[config.mk]
export PLATFORM = sky130hd
export DESIGN_NAME = mpeg_start_code_header_parser_unit
export DESIGN_NICKNAME = d
export VERILOG_FILES = /design/src/sv/mscp_pkg.sv /design/src/sv/mscp_front.sv /design/src/sv/mscp_queue.sv /design/src/sv/mscp_back.sv /design/src/sv/mpeg_start_code_header_parser_unit.sv
export VERILOG_INCLUDE_DIRS = /design/src /design/src/sv
export SDC_FILE = /design/constraint.sdc
export NUM_CORES = 1
export LEC_CHECK = 0
export ABC_CLOCK_PERIOD_IN_PS = 5000
export BUFFER_PORTS_ARGS = -buffer_cell sky130_fd_sc_hd__buf_4
export CORE_MARGIN = 3
export CORE_UTILIZATION = 45
export CTS_BUF_LIST = sky130_fd_sc_hd__clkbuf_4 sky130_fd_sc_hd__clkbuf_8
export CTS_CLUSTER_SIZE = 30
export DETAILED_ROUTE_END_ITERATION = 8
export GPL_TIMING_DRIVEN = 0
export PLACE_DENSITY = 0.62
export SLEW_MARGIN = 20
export SYNTH_ARGS = -nofsm -noshare
export SYNTH_HDL_FRONTEND = slang
export SYNTH_SLANG_ARGS = --single-unit
[constraint.sdc]
create_clock -name clk_i -period 5 [get_ports clk_i]
set_input_delay 1 -clock clk_i [delete_from_list [all_inputs] [get_ports clk_i]]
set_output_delay 1 -clock clk_i [all_outputs]
set_load 0.01 [all_outputs]
[src/sv/mpeg_start_code_header_parser_unit_defines.svh]
// Assertion macros for the parser RTL; only the queue uses them.
`ifndef MPEG_START_CODE_HEADER_PARSER_UNIT_DEFINES_SVH
`define MPEG_START_CODE_HEADER_PARSER_UNIT_DEFINES_SVH

// Clocked check, masked while reset is asserted.
`define MSCP_ASSERT(name, prop, msg) \
  name: assert property (@(posedge clk_i) disable iff (!rst_ni) (prop)) else $error(msg);

// Clocked check that must also hold during reset.
`define MSCP_ASSERT_ALWAYS(name, prop, msg) \
  name: assert property (@(posedge clk_i) (prop)) else $error(msg);

`endif

[src/sv/mscp_pkg.sv]
`default_nettype none
package mscp_pkg;

  localparam logic [2:0] KIND_SEQ   = 3'd0;
  localparam logic [2:0] KIND_GOP   = 3'd1;
  localparam logic [2:0] KIND_PIC   = 3'd2;
  localparam logic [2:0] KIND_SLICE = 3'd3;
  localparam logic [2:0] KIND_OTHER = 3'd4;

  localparam logic [7:0] CODE_SEQ   = 8'hB3;
  localparam logic [7:0] CODE_GOP   = 8'hB8;
  localparam logic [7:0] CODE_PIC   = 8'h00;
  localparam logic [7:0] CODE_SLICE = 8'h01;
  localparam logic [7:0] BYTE_ZERO  = 8'h00;
  localparam logic [7:0] BYTE_ONE   = 8'h01;

  localparam int unsigned QUEUE_DEPTH = 2;

  // One finished unit, raw header bytes still packed.
  typedef struct packed {
    logic [2:0] kind;
    logic [7:0] code;
    logic [7:0] hdr0;
    logic [7:0] hdr1;
    logic [7:0] hdr2;
    logic [7:0] last;
  } mscp_rec_t;

  typedef struct packed {
    logic      valid;
    mscp_rec_t rec;
  } mscp_push_t;

endpackage
`default_nettype wire

[src/sv/mscp_front.sv]
`default_nettype none
module mscp_front (
  input  wire logic              clk_i,
  input  wire logic              rst_ni,
  input  wire logic              accept_i,
  input  wire logic [7:0]        stream_byte_i,
  output mscp_pkg::mscp_push_t   push_o
);
  import mscp_pkg::*;

  localparam logic [1:0] PH_SCAN = 2'd0;
  localparam logic [1:0] PH_CODE = 2'd1;
  localparam logic [1:0] PH_SEQ  = 2'd2;
  localparam logic [1:0] PH_PIC  = 2'd3;

  logic [1:0] phase_q, phase_d;
  logic [1:0] zero_run_q, zero_run_d;
  logic [1:0] cnt_q, cnt_d;
  logic [7:0] hb_q [3];
  logic [7:0] hb_d [3];
  logic [7:0] code_q, code_d;

  always_comb begin
    phase_d    = phase_q;
    zero_run_d = zero_run_q;
    cnt_d      = cnt_q;
    hb_d       = hb_q;
    code_d     = code_q;
    push_o.valid     = 1'b0;
    push_o.rec.kind  = KIND_OTHER;
    push_o.rec.code  = code_q;
    push_o.rec.hdr0  = hb_q[0];
    push_o.rec.hdr1  = hb_q[1];
    push_o.rec.hdr2  = hb_q[2];
    push_o.rec.last  = stream_byte_i;
    if (accept_i) begin
      case (phase_q)
        PH_CODE: begin
          code_d = stream_byte_i;
          cnt_d  = 2'd0;
          if (stream_byte_i == CODE_SEQ) begin
            phase_d = PH_SEQ;
          end else if (stream_byte_i == CODE_PIC) begin
            phase_d = PH_PIC;
          end else begin
            push_o.valid    = 1'b1;
            push_o.rec.code = stream_byte_i;
            if (stream_byte_i == CODE_GOP) begin
              push_o.rec.kind = KIND_GOP;
            end else if (stream_byte_i == CODE_SLICE) begin
              push_o.rec.kind = KIND_SLICE;
            end else begin
              push_o.rec.kind = KIND_OTHER;
            end
            phase_d    = PH_SCAN;
            zero_run_d = 2'd0;
          end
        end
        PH_SEQ: begin
          if (cnt_q != 2'd3) begin
            hb_d[cnt_q] = stream_byte_i;
            cnt_d       = cnt_q + 2'd1;
          end else begin
            push_o.valid    = 1'b1;
            push_o.rec.kind = KIND_SEQ;
            phase_d    = PH_SCAN;
            zero_run_d = 2'd0;
            cnt_d      = 2'd0;
          end
        end
        PH_PIC: begin
          if (cnt_q == 2'd0) begin
            hb_d[0] = stream_byte_i;
            cnt_d   = 2'd1;
          end else begin
            push_o.valid    = 1'b1;
            push_o.rec.kind = KIND_PIC;
            phase_d    = PH_SCAN;
            zero_run_d = 2'd0;
            cnt_d      = 2'd0;
          end
        end
        default: begin
          // sliding prefix match: zeros saturate at two
          phase_d = PH_SCAN;
          if (stream_byte_i == BYTE_ZERO) begin
            if (zero_run_q != 2'd2) begin
              zero_run_d = zero_run_q + 2'd1;
            end
          end else if (stream_byte_i == BYTE_ONE && zero_run_q == 2'd2) begin
            zero_run_d = 2'd0;
            phase_d    = PH_CODE;
          end else begin
            zero_run_d = 2'd0;
          end
        end
      endcase
    end
  end

  always_ff @(posedge clk_i or negedge rst_ni) begin
    if (!rst_ni) begin
      phase_q    <= PH_SCAN;
      zero_run_q <= 2'd0;
      cnt_q      <= 2'd0;
    end else begin
      phase_q    <= phase_d;
      zero_run_q <= zero_run_d;
      cnt_q      <= cnt_d;
    end
  end

  always_ff @(posedge clk_i) begin
    hb_q   <= hb_d;
    code_q <= code_d;
  end

endmodule
`default_nettype wire

[src/sv/mscp_queue.sv]
`default_nettype none
`include "mpeg_start_code_header_parser_unit_defines.svh"
module mscp_queue (
  input  wire logic                 clk_i,
  input  wire logic                 rst_ni,
  input  wire mscp_pkg::mscp_push_t push_i,
  input  wire logic                 pop_i,
  output logic                      full_o,
  output logic                      valid_o,
  output mscp_pkg::mscp_rec_t       rec_o
);
  import mscp_pkg::*;

  localparam int unsigned PtrW = $clog2(QUEUE_DEPTH);
  localparam int unsigned CntW = $clog2(QUEUE_DEPTH + 1);
  localparam logic [CntW-1:0] CntFull = CntW'(QUEUE_DEPTH);

  mscp_rec_t            mem_q [QUEUE_DEPTH];
  logic [PtrW-1:0]      wr_ptr_q, rd_ptr_q;
  logic [CntW-1:0]      cnt_q, cnt_d;

  assign full_o  = (cnt_q == CntFull);
  assign valid_o = (cnt_q != '0);
  assign rec_o   = mem_q[rd_ptr_q];

  always_comb begin
    cnt_d = cnt_q;
    if (push_i.valid && !pop_i) begin
      cnt_d = cnt_q + CntW'(1);
    end else if (!push_i.valid && pop_i) begin
      cnt_d = cnt_q - CntW'(1);
    end
  end

  always_ff @(posedge clk_i or negedge rst_ni) begin
    if (!rst_ni) begin
      wr_ptr_q <= '0;
      rd_ptr_q <= '0;
      cnt_q    <= '0;
    end else begin
      cnt_q <= cnt_d;
      if (push_i.valid) begin
        wr_ptr_q <= (wr_ptr_q == PtrW'(QUEUE_DEPTH - 1)) ? '0 : wr_ptr_q + PtrW'(1);
      end
      if (pop_i) begin
        rd_ptr_q <= (rd_ptr_q == PtrW'(QUEUE_DEPTH - 1)) ? '0 : rd_ptr_q + PtrW'(1);
      end
    end
  end

  always_ff @(posedge clk_i) begin
    if (push_i.valid) begin
      mem_q[wr_ptr_q] <= push_i.rec;
    end
  end

  `MSCP_ASSERT(a_cnt_bound, cnt_q <= CntFull, "queue count above depth")
  `MSCP_ASSERT(a_no_overflow, push_i.valid |-> !full_o, "word pushed into full queue")
  `MSCP_ASSERT(a_no_underflow, pop_i |-> valid_o, "word popped from empty queue")
  `MSCP_ASSERT(a_cnt_inc, push_i.valid && !pop_i |=> cnt_q == $past(cnt_q) + CntW'(1),
               "count did not advance on push")

endmodule
`default_nettype wire

[src/sv/mscp_back.sv]
`default_nettype none
module mscp_back (
  input  wire logic                clk_i,
  input  wire logic                rst_ni,
  input  wire logic                q_valid_i,
  input  wire mscp_pkg::mscp_rec_t rec_i,
  output logic                     pop_o,
  output logic                     out_valid_o,
  input  wire logic                out_stall_i,
  output logic [2:0]               unit_kind_o,
  output logic [7:0]               start_code_value_o,
  output logic [11:0]              frame_width_o,
  output logic [11:0]              frame_height_o,
  output logic [3:0]               rate_code_o,
  output logic [2:0]               coding_type_o
);
  import mscp_pkg::*;

  logic        valid_q;
  logic [2:0]  kind_q;
  logic [7:0]  code_q;
  logic [11:0] width_q, width_d;
  logic [11:0] height_q, height_d;
  logic [3:0]  rate_q, rate_d;
  logic [2:0]  ctype_q, ctype_d;

  assign pop_o = q_valid_i && (!valid_q || !out_stall_i);

  always_comb begin
    width_d  = 12'd0;
    height_d = 12'd0;
    rate_d   = 4'd0;
    ctype_d  = 3'd0;
    case (rec_i.kind)
      KIND_SEQ: begin
        width_d  = {rec_i.hdr0, rec_i.hdr1[7:4]};
        height_d = {rec_i.hdr1[3:0], rec_i.hdr2};
        rate_d   = rec_i.last[3:0];
      end
      KIND_PIC: begin
        ctype_d = rec_i.last[5:3];
      end
      default: begin
      end
    endcase
  end

  always_ff @(posedge clk_i or negedge rst_ni) begin
    if (!rst_ni) begin
      valid_q <= 1'b0;
    end else if (pop_o) begin
      valid_q <= 1'b1;
    end else if (!out_stall_i) begin
      valid_q <= 1'b0;
    end
  end

  always_ff @(posedge clk_i) begin
    if (pop_o) begin
      kind_q   <= rec_i.kind;
      code_q   <= rec_i.code;
      width_q  <= width_d;
      height_q <= height_d;
      rate_q   <= rate_d;
      ctype_q  <= ctype_d;
    end
  end

  assign out_valid_o        = valid_q;
  assign unit_kind_o        = kind_q;
  assign start_code_value_o = code_q;
  assign frame_width_o      = width_q;
  assign frame_height_o     = height_q;
  assign rate_code_o        = rate_q;
  assign coding_type_o      = ctype_q;

endmodule
`default_nettype wire

[src/sv/mpeg_start_code_header_parser_unit.sv]
// A unit's finished record is written to the queue, then popped into the output registers.
// Throughput: one byte per cycle while not stalled; the front parser advances on accepted bytes.
// A two-word queue lets the parser keep taking bytes while an output word is stalled.
// Input stall rises only when that queue is full.
// Reset (rst_ni low, asynchronous): scanning for a prefix, no zeros counted, queue and output empty.
`default_nettype none
module mpeg_start_code_header_parser_unit (
  input  wire logic        clk_i,
  input  wire logic        rst_ni,
  input  wire logic        in_valid_i,
  output logic             in_stall_o,
  input  wire logic [7:0]  stream_byte_i,
  output logic             out_valid_o,
  input  wire logic        out_stall_i,
  output logic [2:0]       unit_kind_o,
  output logic [7:0]       start_code_value_o,
  output logic [11:0]      frame_width_o,
  output logic [11:0]      frame_height_o,
  output logic [3:0]       rate_code_o,
  output logic [2:0]       coding_type_o
);
  import mscp_pkg::*;

  mscp_push_t push;
  mscp_rec_t  q_rec;
  logic       q_full;
  logic       q_valid;
  logic       q_pop;
  logic       accept;

  assign in_stall_o = q_full;
  assign accept     = in_valid_i && !q_full;

  mscp_front u_front (
    .clk_i         (clk_i),
    .rst_ni        (rst_ni),
    .accept_i      (accept),
    .stream_byte_i (stream_byte_i),
    .push_o        (push)
  );

  mscp_queue u_queue (
    .clk_i   (clk_i),
    .rst_ni  (rst_ni),
    .push_i  (push),
    .pop_i   (q_pop),
    .full_o  (q_full),
    .valid_o (q_valid),
    .rec_o   (q_rec)
  );

  mscp_back u_back (
    .clk_i              (clk_i),
    .rst_ni             (rst_ni),
    .q_valid_i          (q_valid),
    .rec_i              (q_rec),
    .pop_o              (q_pop),
    .out_valid_o        (out_valid_o),
    .out_stall_i        (out_stall_i),
    .unit_kind_o        (unit_kind_o),
    .start_code_value_o (start_code_value_o),
    .frame_width_o      (frame_width_o),
    .frame_height_o     (frame_height_o),
    .rate_code_o        (rate_code_o),
    .coding_type_o      (coding_type_o)
  );

endmodule
`default_nettype wire

[Word level (Yosys, flattened, before mapping)]
Memory sizes are Yosys's and may differ from the RTL's.
Cells that the tools add are included.
Widths: inputs -> output; s select.
Operators by class
  mux-type cells: 38
  magnitude comparators: 2
  equality and inequality tests: 19
  add/subtract/negate cells: 6
  bitwise gates (word level): 1
  reductions and logical operators: 25
Operator list (count)
  $mux 12: 3
  $bwmux 24: 1
  $mux 2: 12
  $mux 24: 1
  $mux 8: 3
  $pmux 2 s3: 3
  $demux 8 s2: 1
  $eq 8x8->1 const B: 2
  $pmux 8 s2: 1
  $ne 2x2->1 const B: 6
  $pmux 4 s3: 1
  $eq 2x2->1 const B: 4
  $eq 8x1->1 const B: 1
  $logic_not 8->1: 1
  $mux 1: 8
  $mux 4: 2
  $add 2x1->2 const B: 3
  $logic_and 1x1->1: 6
  $mux 3: 2
  $ne 2x1->1 const B: 3
  $reduce_and 3->1: 2
  $reduce_and 6->1: 1
  $reduce_bool 2->1: 3
  $logic_not 1->1: 5
  other kinds (14): 16
Storage, ports and cells
  bits in registers: 85
  memories: 1
  output and inout port bits: 44
  RAM bits: 86
  input port bits: 12
  logic and storage cells: 109
Memories
  u_queue.mem_q: words 2, bits a word 43, rd ports 1, clocked after memory_dff 0, write ports 1, RTL line mscp_queue.sv:18  | mscp_rec_t mem_q [QUEUE_DEPTH];

[Depth between registers and ports, before layout]
Gate-level depths: netlist (run 1).
  depth after elaboration: 11
  mapped depth: 9
  mapped depth without buffers: 9

[Cells and area by module]
Synthesis (run 1) repeated with hierarchy kept, for this count alone.
Unflattened totals
  cell total of the unflattened synthesis: 371
  area total of the unflattened synthesis: 7188.1 µm²
By module, submodules not included
  mscp_queue: cells each 150, area an instance 3493.4 µm², instances 1, seq. area each 2682.6 µm²
  mscp_back: cells each 85, area an instance 1884.3 µm², instances 1, seq. area each 1286.2 µm²
  mscp_front: cells each 135, area an instance 1796.7 µm², instances 1, seq. area each 1111.1 µm²
  mpeg_start_code_header_parser_unit: cells each 1, area an instance 13.8 µm², instances 1, seq. area each 0.0 µm²

[Worst setup path after synthesis (run 1)]
OpenSTA, ideal clock, no wires.
  path type: in2reg
  start point: in stream_byte_i[5]
  end point: mem u_queue.mem_q[1][0] (netlist name), enable pin
  library setup time: 0.501 ns
  stages on the path: 4
  data required time: 4.499 ns
  setup slack: -0.007 ns
  arrival: 4.506 ns
  path buffers: 0
  path through: nand3_1 > o22a_4 > o21ai_0 > a211oi_1
Between the ends
  cells in the longest elaborated chain, start to end: 7
  elaborated cells on any way between the ends: 8
  those cells by class: eq/ne: 1; mux: 6; reduce/logical: 1
RTL lines
  start, declared: RTL line mpeg_start_code_header_parser_unit.sv:12  | input wire logic [7:0] stream_byte_i,
  $logic_not 8->1: RTL line mscp_front.sv:43  | end else if (stream_byte_i == CODE_PIC) begin
  $mux 12: RTL line mscp_front.sv:43
  $mux 12 *: RTL line mscp_front.sv:41  | if (stream_byte_i == CODE_SEQ) begin
  $pmux 4 s3 *: RTL line mscp_front.sv:37  | case (phase_q)
  $mux 12 *: RTL line mscp_front.sv:36  | if (accept_i) begin
  $mux 1 *: RTL line mscp_queue.sv:52  | if (push_i.valid) begin
  $mux 1 (not written as such) *: RTL line mscp_queue.sv:53  | mem_q[wr_ptr_q] <= push_i.rec;
  end, declared: RTL line mscp_queue.sv:18
Mark *: on every way between the ends. The rest lies on a longest branch, timed or not.

[Worst setup path in the final report (run 1)]
  start point: reg u_front.cnt_q[0]
  end point: mem u_queue.mem_q[1][23] (netlist name), enable pin
Between the ends
  cells in the longest elaborated chain, start to end: 6
  elaborated cells on any way between the ends: 8
  those cells by class: eq/ne: 1; mux: 6; reduce/logical: 1
RTL lines
  start, declared: RTL line mscp_front.sv:18  | logic [1:0] cnt_q, cnt_d;
  start signal, assigned: RTL line mscp_front.sv:109  | cnt_q <= cnt_d;
  $ne 2x2->1 / $logic_not 2->1 (equally long branches): RTL line mscp_front.sv:60, mscp_front.sv:72
  $mux 4 (on tied branches): RTL line mscp_front.sv:60, mscp_front.sv:72
  $pmux 4 s3 *: RTL line mscp_front.sv:37
  $mux 12 *: RTL line mscp_front.sv:36
  $mux 1 *: RTL line mscp_queue.sv:52
  $mux 1 (not written as such) *: RTL line mscp_queue.sv:53
Marked as above.

==> flow_summary.json, run 1 <==
{
  "outcome": "finished, final reports clean",
  "cts_buffer_depth": 2,
  "routabilityCongestion": 0.8218,
  "intPower_mw": 2.632,
  "critical-path-top-delay-family": "compound AO/OA/AOI/OAI gates",
  "grtUsageMet1_pct": 18.73,
  "cts.hold.buffers_added": 0,
  "synth-seq-cells": 167,
  "yosysMostFrequentCell": "edfxtp_1",
  "pwr-share-comb_pct": 23.4,
  "critPathMaxFanout": 14,
  "max_freq_mhz": 337.5,
  "avgSynthCellArea_um2": 17.26,
  "skew_ns": 0.01174,
  "holdWs_ns": 0.3810,
  "cts_tree": "yes",
  "grt_use_met2_pct": 22.20,
  "cp.arrival_ns": 3.11,
  "die_x_um": 124.2,
  "grt_pass1_wl_um": 15910,
  "ctsResizeCount": 0,
  "fin_cells": 634,
  "p_sw_uw": 981.1,
  "top_usage_layer": "met2",
  "syn-instance-count": 364,
  "holdCritPathClass": "in -> async",
  "post_cts_buffers": 0,
  "leakagePower_nw": 2.683,
  "slew_viol_final": 0,
  "p_clk_share_pct": 25.9,
  "ys_seq_area_share_pct": 78.93,
  "grt_max_degree": 30,
  "wl_um": 10250,
  "fillCellCount": 1096,
  "antenna_left": 0,
  "fin_nets": 463,
  "slowest_stage": "a211oi_4",
  "cp.required_ns": 5.15,
  "syn-num-nets": 382,
  "clock_sinks": 167,
  "worstMarginPinSlew_ns": 0.7602,
  "synth_edf_count": 156,
  "synth.largest_area_cell": "edfxtp_1",
  "vdd_drop_max_mv": 0.2327,
  "hold_violations": 0,
  "drtIter0Drc": 277,
  "fp.dieArea_mm2": 0.01542,
  "track_usage_pct": 14.20,
  "crit_chain": "ha_1, nor2b_1, o21ai_0, a211oi_4, buf_8, buf_6, buf_8",
  "finalCriticalPeriod_ns": 2.963,
  "wl_per_cell_um": 16.16,
  "hpwl_um": 6893,
  "io_pins": 56,
  "grt_setup_unrepaired": "false",
  "ctsHtreeMaxLevel": 4,
  "finalSetupViolCount": 0,
  "drive_gt1_share_pct": 25.33,
  "cts.clk_slew.worst_paths_ns": 0.09,
  "maxCapViolCount": 0,
  "cp_num_buf_inv": 3,
  "power_per_cell_area_mw_per_mm2": 485.4,
  "core_mm2": 0.01345,
  "dp.cells": 602,
  "std_cell_rows": 42,
  "cp_slowest_stage_delay_ns": 0.73,
  "cts-root-buf": "clkbuf_8",
  "drt-pass1-iter-count": 4,
  "synthTopCellsByArea": "edfxtp_1 (75%), mux2i_1 (4.9%), dfrtp_1 (4.4%)",
  "netlist.area_leader.share_pct": 74.55,
  "yosys_warnings": 0,
  "synthFlopType": "edfxtp_1",
  "via_per_inst": 4.965,
  "finalCritPeriodShare_pct": 59.26,
  "synth_common_cells": "edfxtp_1 (156), nor2_1 (41), mux2i_1 (31)",
  "antenna-diode-count": 0,
  "io_buffers": 55,
  "grt_overflow": 0,
  "areaGrowthSynthToFinish_pct": 18.46,
  "clock_latency_ns": 0.44,
  "crit_type": "reg -> reg",
  "switching_share_pct": 27.15,
  "crit_path_frequent_cell": "buf_8",
  "max-slew-margin-rel_pct": 49.32,
  "cp-end-kind": "register",
  "power_mw": 3.613,
  "fp.dieH_um": 124.2,
  "async_reset_ff_share_pct": 6.587,
  "worstSetupStartpointType": "register",
  "fin_setup_tns_ns": 0,
  "start_util_pct": 46.71,
  "grt_pass1_vias": 3074,
  "vias": 3148,
  "synth_cell_types": 41,
  "synth.cell_area_mm2": 0.006284,
  "post-route-drc-count": 0,
  "grtUsageMet3_pct": 3.951,
  "cts_made_buffers": 17,
  "seqPwrFrac_pct": 50.6,
  "grt_antenna_before_repair": 0
}
==> cells by family (layout without fill, tap and decap cells) <==
| family | count (synthesis) | in the layout | share of synthesized area (%) |
|---|---|---|---|
| xor+xnor | 4 | 4 | 0.5576 |
| mux | 42 | 42 | 6.910 |
| compound gates | 33 | 33 | 3.963 |
| flops | 167 | 167 | 78.93 |
| buf+inv | 21 | 115 | 1.274 |
| fa+ha+maj | 6 | 6 | 1.195 |
| simple gates | 91 | 91 | 7.168 |
==> metrics by stage <==
stage | utilization [%] | cell area (µm²) | setup slack, ns
finish | 55.33 | 7443 | 2.037
global route | 55.33 | 7443 | 1.850
CTS | 55.33 | 7443 | 2.028
detailed placement | 52.39 | 7048 | 1.603
global placement | 51.45 | 6922 | 0.1130
floorplan | - | 6289 | 1.395
==> area by class of cell <==
cell class	count	area, µm²	area share, %
sequential	167	4960	66.63
multi-input combinational	176	1276	17.15
timing repair buffer	62	511.7	6.875
clock buffer	17	234.0	3.143
tap	176	220.2	2.958
clock inverter	15	161.4	2.168
inverter	11	41.29	0.5547
buffer	10	38.79	0.5211
==> state kept, by name, indices dropped and copies added (netlist names), 2 cells and up <==
name / cells
u_front.zero_run_q: 2
u_back.frame_height_o: 12
u_front.push_o: 24
u_front.cnt_q: 2
u_queue.mem_q: 82
u_queue.cnt_q: 2
u_back.frame_width_o: 12
u_back.coding_type_o: 3
u_back.start_code_value_o: 8
u_front.code_q: 8
u_back.rate_code_o: 4
u_front.phase_q: 2
u_back.unit_kind_o: 3
==> cell usage in the layout, fill, tap and decap left out, types with 3 or more instances in the layout <==
cell       Yosys  layout
a21oi_1        4       4
a22o_1         8       8
buf_1          4       4
buf_2          1       3
buf_4          0      55
bufinv_16      0       3
clkbuf_1       5       5
clkbuf_8       0      17
clkinv_2       0       6
clkinv_4       0       3
dfrtp_1       11      11
edfxtp_1     156     156
ha_1           6       6
inv_1         11      10
mux2_2        11      11
mux2i_1       31      31
nand2_1        9       8
nand2b_1       4       4
nand3_1        6       6
nor2_1        41      41
nor2b_1       11      11
nor3_1         5       5
o21ai_0        7       7
or3_1          3       3
==> path summary, 6_finish.rpt <==
kind                                     from                   end  slack, ns  cells past startpoint
setup / recovery             u_front.cnt_q[0]  u_queue.mem_q[1][23]       2.04                      7
hold / removal                         rst_ni      u_queue.cnt_q[0]       0.38                      1
setup reg to reg             u_front.cnt_q[0]  u_queue.mem_q[1][23]       2.04                      7
hold reg to reg            u_front.push_o[19]  u_queue.mem_q[0][19]       0.45                      0
max in group asynchronous              rst_ni      u_queue.rd_ptr_q       4.46                      1
min in group clk_i         u_front.push_o[19]  u_queue.mem_q[0][19]       0.45                      0
==> routing by layer <==
metal | wire (µm) | vias to the layer above
li1 | - | 1542
met2 | 4928 | 78
met5 | 0 | -
met3 | 454 | 16
met4 | 175 | 0
met1 | 4689 | 1512
==> power by group through the flow <==
stage	Clock (mW)	Combinational (mW)	Sequential, mW
after floorplan	0	0.410	1.94
after detailed placement	0	0.861	1.86
after global placement	0	0.814	1.86
after CTS	0.964	0.865	1.83
after global routing	1.02	0.931	1.85
final	0.937	0.847	1.83
Power figures use the tool's default switching activity.
==> run 2, diff against run 1 <==
--- a/config.mk
+++ b/config.mk
@@ -6,7 +6,8 @@
 export SDC_FILE = /design/constraint.sdc
 export NUM_CORES = 1
 export LEC_CHECK = 0
-export ABC_CLOCK_PERIOD_IN_PS = 5000
+export ABC_AREA = 1
+export ABC_CLOCK_PERIOD_IN_PS = 3100
 export BUFFER_PORTS_ARGS = -buffer_cell sky130_fd_sc_hd__buf_4
 export CORE_MARGIN = 3
 export CORE_UTILIZATION = 45
==> constraint.sdc (replaced) <==
create_clock -name clk_i -period 3.1 [get_ports clk_i]
set_input_delay 0.62 -clock clk_i [delete_from_list [all_inputs] [get_ports clk_i]]
set_output_delay 0.62 -clock clk_i [all_outputs]
set_load 0.01 [all_outputs]
==> run 2 against run 1 <==
Effect of this change:
- via count up 11%
- setup slack worse by 1.2 ns
- highest routed layer unchanged
- largest cell class unchanged
- non-clock buffer count unchanged
- sequential cell count unchanged
- power up 69%
- critical path depth up 3
- clock-buffer cell count up 7
- synthesized area up 1.0%
==> flow_summary.json, run 2 <==
{
  "largest_reg_flops": 82,
  "critPathMaxFanout": 23,
  "maxCapViolCount": 0,
  "die_x_um": 124.8,
  "syn-instance-count": 455,
  "crit_type": "reg -> reg",
  "grt_max_degree": 30,
  "vdd_drop_max_mv": 0.3616,
  "cts.hold.buffers_added": 1,
  "hold_violations": 0,
  "wl_um": 11290,
  "synth_edf_count": 156,
  "cts-root-buf": "clkbuf_8",
  "grt_antenna_before_repair": 0,
  "start_util_pct": 46.99,
  "avgSynthCellArea_um2": 13.95,
  "synthFlopType": "edfxtp_1",
  "std_cell_rows": 42,
  "drtIter0Drc": 262,
  "fin_setup_tns_ns": 0,
  "critical-path-top-delay-family": "simple AND/OR/NAND/NOR gates",
  "cp.required_ns": 3.25,
  "cp_slowest_stage_delay_ns": 0.50,
  "fp.dieArea_mm2": 0.01556,
  "holdCritPathClass": "in -> reg",
  "finalCriticalPeriod_ns": 2.288,
  "max_freq_mhz": 437.1,
  "synthTopCellsByArea": "edfxtp_1 (74%), nand2_1 (7.4%), dfrtp_1 (4.3%)",
  "regMostFlops": "u_queue.mem_q",
  "worstMarginPinSlew_ns": 0.8143,
  "drt-pass1-iter-count": 5,
  "finalSetupViolCount": 0,
  "grt_pass1_wl_um": 18260,
  "synth.cell_area_mm2": 0.006346,
  "cts_made_buffers": 17,
  "areaGrowthSynthToFinish_pct": 18.02,
  "skew_ns": 0.008387,
  "post-route-drc-count": 0,
  "multi_input_area_mm2": 0.001201,
  "synth.largest_area_cell": "edfxtp_1",
  "grt_pass1_vias": 3473,
  "max-slew-margin-rel_pct": 45.51,
  "ctsResizeCount": 0,
  "final_common_cell": "edfxtp_1",
  "vias": 3507,
  "clock_sinks": 167,
  "cp_num_buf_inv": 4,
  "clock_latency_ns": 0.45,
  "fillCellCount": 1099,
  "io_pins": 56,
  "slew_viol_final": 0,
  "synth_cell_types": 28,
  "cp.arrival_ns": 2.43,
  "outcome": "finished, final reports clean",
  "grt_setup_unrepaired": "false",
  "cts_tree": "yes",
  "ys_seq_area_share_pct": 78.15,
  "fin_nets": 552,
  "seq_area_mm2": 0.004960,
  "yosysMostFrequentCell": "edfxtp_1",
  "leakagePower_nw": 2.818,
  "core_mm2": 0.01351,
  "worstSetupStartpointType": "register",
  "holdWs_ns": 0.3982,
  "post_cts_buffers": 0,
  "netlist.area_leader.share_pct": 73.82,
  "slowest_stage": "nor2_4",
  "drive_gt1_share_pct": 23.95,
  "grt_overflow": 0,
  "yosys_warnings": 0,
  "wl_per_cell_um": 15.62,
  "fp.dieH_um": 124.8,
  "ctsHtreeMaxLevel": 4,
  "track_usage_pct": 15.46,
  "syn-num-nets": 473,
  "synth-seq-cells": 167,
  "cp-end-kind": "register",
  "antenna-diode-count": 0,
  "synth_common_cells": "edfxtp_1 (156), nand2_1 (125), inv_1 (31), nor2_1 (30), a21oi_2 (19)",
  "cts_buffer_depth": 2,
  "mostFrequentLayoutCells": "edfxtp_1 (156), nand2_1 (125), buf_4 (55)",
  "power_per_cell_area_mw_per_mm2": 816.5,
  "crit_chain": "inv_1, ha_1, inv_1, nand2_1, nand2_1, inv_1, nand2_1, nand2_1, nor2_4, buf_12",
  "antenna_left": 0,
  "async_reset_ff_share_pct": 6.587,
  "hpwl_um": 7640,
  "routabilityCongestion": 0.8593,
  "cts.clk_slew.worst_paths_ns": 0.08,
  "power_mw": 6.116,
  "io_buffers": 55,
  "via_per_inst": 4.851,
  "finalCritPeriodShare_pct": 73.81,
  "crit_path_frequent_cell": "nand2_1"
}
## run 2: cell count changes after synthesis, sizes merged, moves of 3 or more
cell	previous run	this run
a21oi	4	33
inv	11	34
o21ai	8	25
or3	3	0
a22o	8	0
buf	5	8
nor2	41	32
nand2	9	127
mux2i	31	1
nor3	5	1
nand2b	4	0
nor2b	11	0
mux2	11	0
## run 2: cell type report
cell class	instances	area share, %
clock buffers	24	3.993
repair buffers	60	6.515
multi-input cells	242	16.04
clock inverters	8	1.637
inverters	34	1.704
plain buffers	12	0.9522
well taps	176	2.940
flip-flops and latches	167	66.22
## run 2: where the power goes
part / internal [mW] / total [mW] / leakage (nW) / switching, mW
Combinational: 0.580 / 1.53 / 1.02 / 0.950
Sequential: 2.88 / 2.99 / 1.59 / 0.108
Clock: 0.881 / 1.60 / 0.210 / 0.716
Total: 4.34 / 6.12 / 2.82 / 1.77
## run 2: worst reg2reg max path, stage by stage (launching register included)
cell and delay, ns:
dfrtp_1 0.39, inv_1 0.09, ha_1 0.23, inv_1 0.09
nand2_1 0.10, nand2_1 0.08, inv_1 0.03, nand2_1 0.07
nand2_1 0.11, nor2_4 0.51, buf_12 0.27
## run 2: metal layers
layer / GRT usage (%) / part of all wire [%] / vias up
met5: 0 / 0 / -
met4: 6.190 / 1.6 / 0
met1: 19.79 / 44 / 1685
li1: - / - / 1740
met2: 25.00 / 50 / 68
met3: 4.374 / 3.7 / 14
## run 2: cell families after synthesis
logic type	count (synthesis)	share of synthesized area [%]
DFF	167	78.15
AOI/OAI and AO/OA	60	6.112
adders and majority gates	6	1.183
and+or+nand+nor	172	10.84
buffers and inverters	46	3.135
xor gates and xnor gates	3	0.4141
muxes	1	0.1577
## run 2: stage by stage
stage                     utilization [%]  setup slack (ns)  instances  cell area [µm²]
after global placement              51.70           -0.4247        686             6982
after detailed placement            52.26            0.5234        690             7058
final                               55.46            0.8120        723             7490
after floorplan                         -            0.5020        455             6349
after global routing                55.46            0.5960        723             7490
after CTS                           55.46            0.7980        723             7490
## run 2: path summary, 6_finish.rpt
check	start	endpoint	slack [ns]	depth (start not counted)
setup / recovery	u_front.cnt_q[0]	u_queue.mem_q[1][0]	0.81	10
hold / removal	out_stall_i	u_back.out_valid_o	0.40	3
setup reg to reg	u_front.cnt_q[0]	u_queue.mem_q[1][0]	0.81	10
hold reg to reg	u_front.push_o[31]	u_queue.mem_q[0][31]	0.45	0
max in group asynchronous	rst_ni	u_queue.rd_ptr_q	2.40	2
min in group asynchronous	rst_ni	u_front.phase_q[1]	0.54	2
==> run 3, diff against run 2 <==
--- a/config.mk
+++ b/config.mk
@@ -6,8 +6,8 @@
 export SDC_FILE = /design/constraint.sdc
 export NUM_CORES = 1
 export LEC_CHECK = 0
-export ABC_AREA = 1
-export ABC_CLOCK_PERIOD_IN_PS = 3100
+export ABC_AREA = 0
+export ABC_CLOCK_PERIOD_IN_PS = 2000
 export BUFFER_PORTS_ARGS = -buffer_cell sky130_fd_sc_hd__buf_4
 export CORE_MARGIN = 3
 export CORE_UTILIZATION = 45
@@ -15,7 +15,7 @@
 export CTS_CLUSTER_SIZE = 30
 export DETAILED_ROUTE_END_ITERATION = 8
 export GPL_TIMING_DRIVEN = 0
-export PLACE_DENSITY = 0.62
+export PLACE_DENSITY = 0.64
 export SLEW_MARGIN = 20
 export SYNTH_ARGS = -nofsm -noshare
 export SYNTH_HDL_FRONTEND = slang
==> constraint.sdc (replaced) <==
create_clock -name clk_i -period 2 [get_ports clk_i]
set_input_delay 0.4 -clock clk_i [delete_from_list [all_inputs] [get_ports clk_i]]
set_output_delay 0.4 -clock clk_i [all_outputs]
set_load 0.01 [all_outputs]
==> run 3 against run 2 <==
Effect of this change:
- sequential share of layout area fell by 0.81 points
- combinational power rose by 44%
- via count fell by 8.5%
- final cell count fell by 11%
- sequential cell count did not move
- highest routed layer unchanged
==> flow_summary.json, run 3 (synthesis results as in run 1) <==
{
  "cts.clk_slew.worst_paths_ns": 0.08,
  "drive_gt1_share_pct": 30.39,
  "fp.dieH_um": 124.2,
  "finalCriticalPeriod_ns": 1.958,
  "grt_setup_unrepaired": "true",
  "antenna-diode-count": 0,
  "grt_pass1_vias": 3168,
  "intPower_mw": 6.472,
  "max-slew-margin-rel_pct": 45.38,
  "p_sw_mw": 2.496,
  "cts_tree": "yes",
  "max_freq_mhz": 510.7,
  "pre_cts_ws_ns": -0.4236,
  "io_buffers": 55,
  "grt_pass1_wl_um": 16620,
  "worstMarginPinSlew_ns": 0.8193,
  "grt_max_degree": 25,
  "slowest_stage": "dfrtp_1",
  "via_per_inst": 5.014,
  "cp.required_ns": 2.17,
  "largest_reg_flops": 82,
  "holdWs_ns": 0.1765,
  "switching_share_pct": 27.83,
  "track_usage_pct": 14.91,
  "clock_latency_ns": 0.44,
  "hold_depth": 3,
  "grt_antenna_before_repair": 0,
  "outcome": "finished, final reports clean",
  "p_clk_share_pct": 23.6,
  "final_common_cell": "edfxtp_1",
  "setup_slack_ns": 0.04199,
  "holdCritPathClass": "in -> reg",
  "wl_per_cell_um": 16.50,
  "fin_setup_tns_ns": 0,
  "skew_ns": 0.01316,
  "cp-end-kind": "register",
  "worstSetupStartpointType": "register",
  "slew_viol_final": 0,
  "hpwl_um": 6870,
  "power_mw": 8.968,
  "fillCellCount": 1089,
  "critPathMaxFanout": 10,
  "cts_made_buffers": 17,
  "areaGrowthSynthToFinish_pct": 20.73,
  "fin_cells": 640,
  "cp.arrival_ns": 2.13,
  "finalSetupViolCount": 0,
  "die_x_um": 124.2,
  "clock_sinks": 167,
  "vdd_drop_max_mv": 0.5906,
  "cts_buffer_depth": 2,
  "fp.dieArea_mm2": 0.01542,
  "cp_num_cells": 4,
  "power_per_cell_area_mw_per_mm2": 1182,
  "regMostFlops": "u_queue.mem_q",
  "vias": 3209,
  "grt_overflow": 0,
  "seqPwrFrac_pct": 52.0,
  "antenna_left": 0,
  "fin_nets": 469,
  "leakagePower_nw": 2.714,
  "pwr-share-comb_pct": 24.5,
  "routabilityCongestion": 0.8045,
  "crit_type": "reg -> reg",
  "post-route-drc-count": 0,
  "mostFrequentLayoutCells": "edfxtp_1 (156), buf_4 (63), nor2_1 (41)",
  "cp_num_buf_inv": 0,
  "wl_um": 10560,
  "cp_slowest_stage_delay_ns": 0.57,
  "drtIter0Drc": 218,
  "dp.cells": 601,
  "ctsHtreeMaxLevel": 4,
  "r2r_cells": 4,
  "hold_violations": 0,
  "io_pins": 56,
  "core_mm2": 0.01345,
  "start_util_pct": 46.71,
  "std_cell_rows": 42,
  "critical-path-top-delay-family": "simple AND/OR/NAND/NOR gates",
  "finalCritPeriodShare_pct": 97.90,
  "cts-root-buf": "clkbuf_8",
  "crit_chain": "nor2b_4, nand3_1, a2111oi_2, nor2_1",
  "drt-pass1-iter-count": 4,
  "maxCapViolCount": 0
}
run 3: timing repair:
action / 4_1_cts / 5_1_grt
setup endpoints to repair: 120 / 114
setup buffers: 4 / 4
resized for setup: 12 / 9
hold buffers: 1 / 0
hold endpoints to repair: 11 / 0
pin swaps: 4 / 1
cloned: 1 / 0
run 3: power by group through the flow:
stage	logic [mW]	clock network [mW]	registers [mW]
2_1_floorplan	1.08	0	4.85
3_3_place_gp	2.08	0	4.66
3_5_place_dp	2.22	0	4.67
4_1_cts	2.24	2.17	4.63
5_1_grt	2.39	2.33	4.70
6_report	2.20	2.11	4.66
run 3: final cells by class:
type,count,area (µm²),area share (%)
well taps,176,220.2,2.903
inverters,11,45.04,0.5938
multi-input cells,177,1421,18.74
clock buffers,21,264.0,3.480
flip-flops and latches,167,4962,65.41
repair buffers,69,555.5,7.323
plain buffers,8,33.78,0.4453
clock inverters,11,83.83,1.105
run 3: layer usage:
metal | global-route usage [%] | routed length, µm
met3 | 4.314 | 559
met2 | 24.66 | 5506
met5 | 0 | 0
met4 | 6.708 | 160
met1 | 18.23 | 4334
run 3: path summary, 6_finish.rpt:
path / from / end / slack (ns)
worst max-delay path: u_front.phase_q[1] / u_queue.mem_q[0][42] / 0.04
worst min-delay path: out_stall_i / u_back.out_valid_o / 0.18
worst max register to register: u_front.phase_q[1] / u_queue.mem_q[0][42] / 0.04
worst min register to register: u_front.push_o[9] / u_queue.mem_q[0][9] / 0.44
max in group asynchronous: rst_ni / u_front.cnt_q[0] / 1.51
min in group asynchronous: rst_ni / u_front.zero_run_q[1] / 0.31
run 3: tightest hold or removal path, stage by stage:
cell and delay [ns]:
buf_4 0.07, nand2_1 0.05, nand2_1 0.05
run 3: per-stage QoR:
stage | instance area, µm² | util (%)
5_1_grt | 7586 | 56.39
3_5_place_dp | 7081 | 52.63
2_1_floorplan | 6351 | -
6_report | 7586 | 56.39
3_3_place_gp | 6984 | 51.92
4_1_cts | 7545 | 56.08
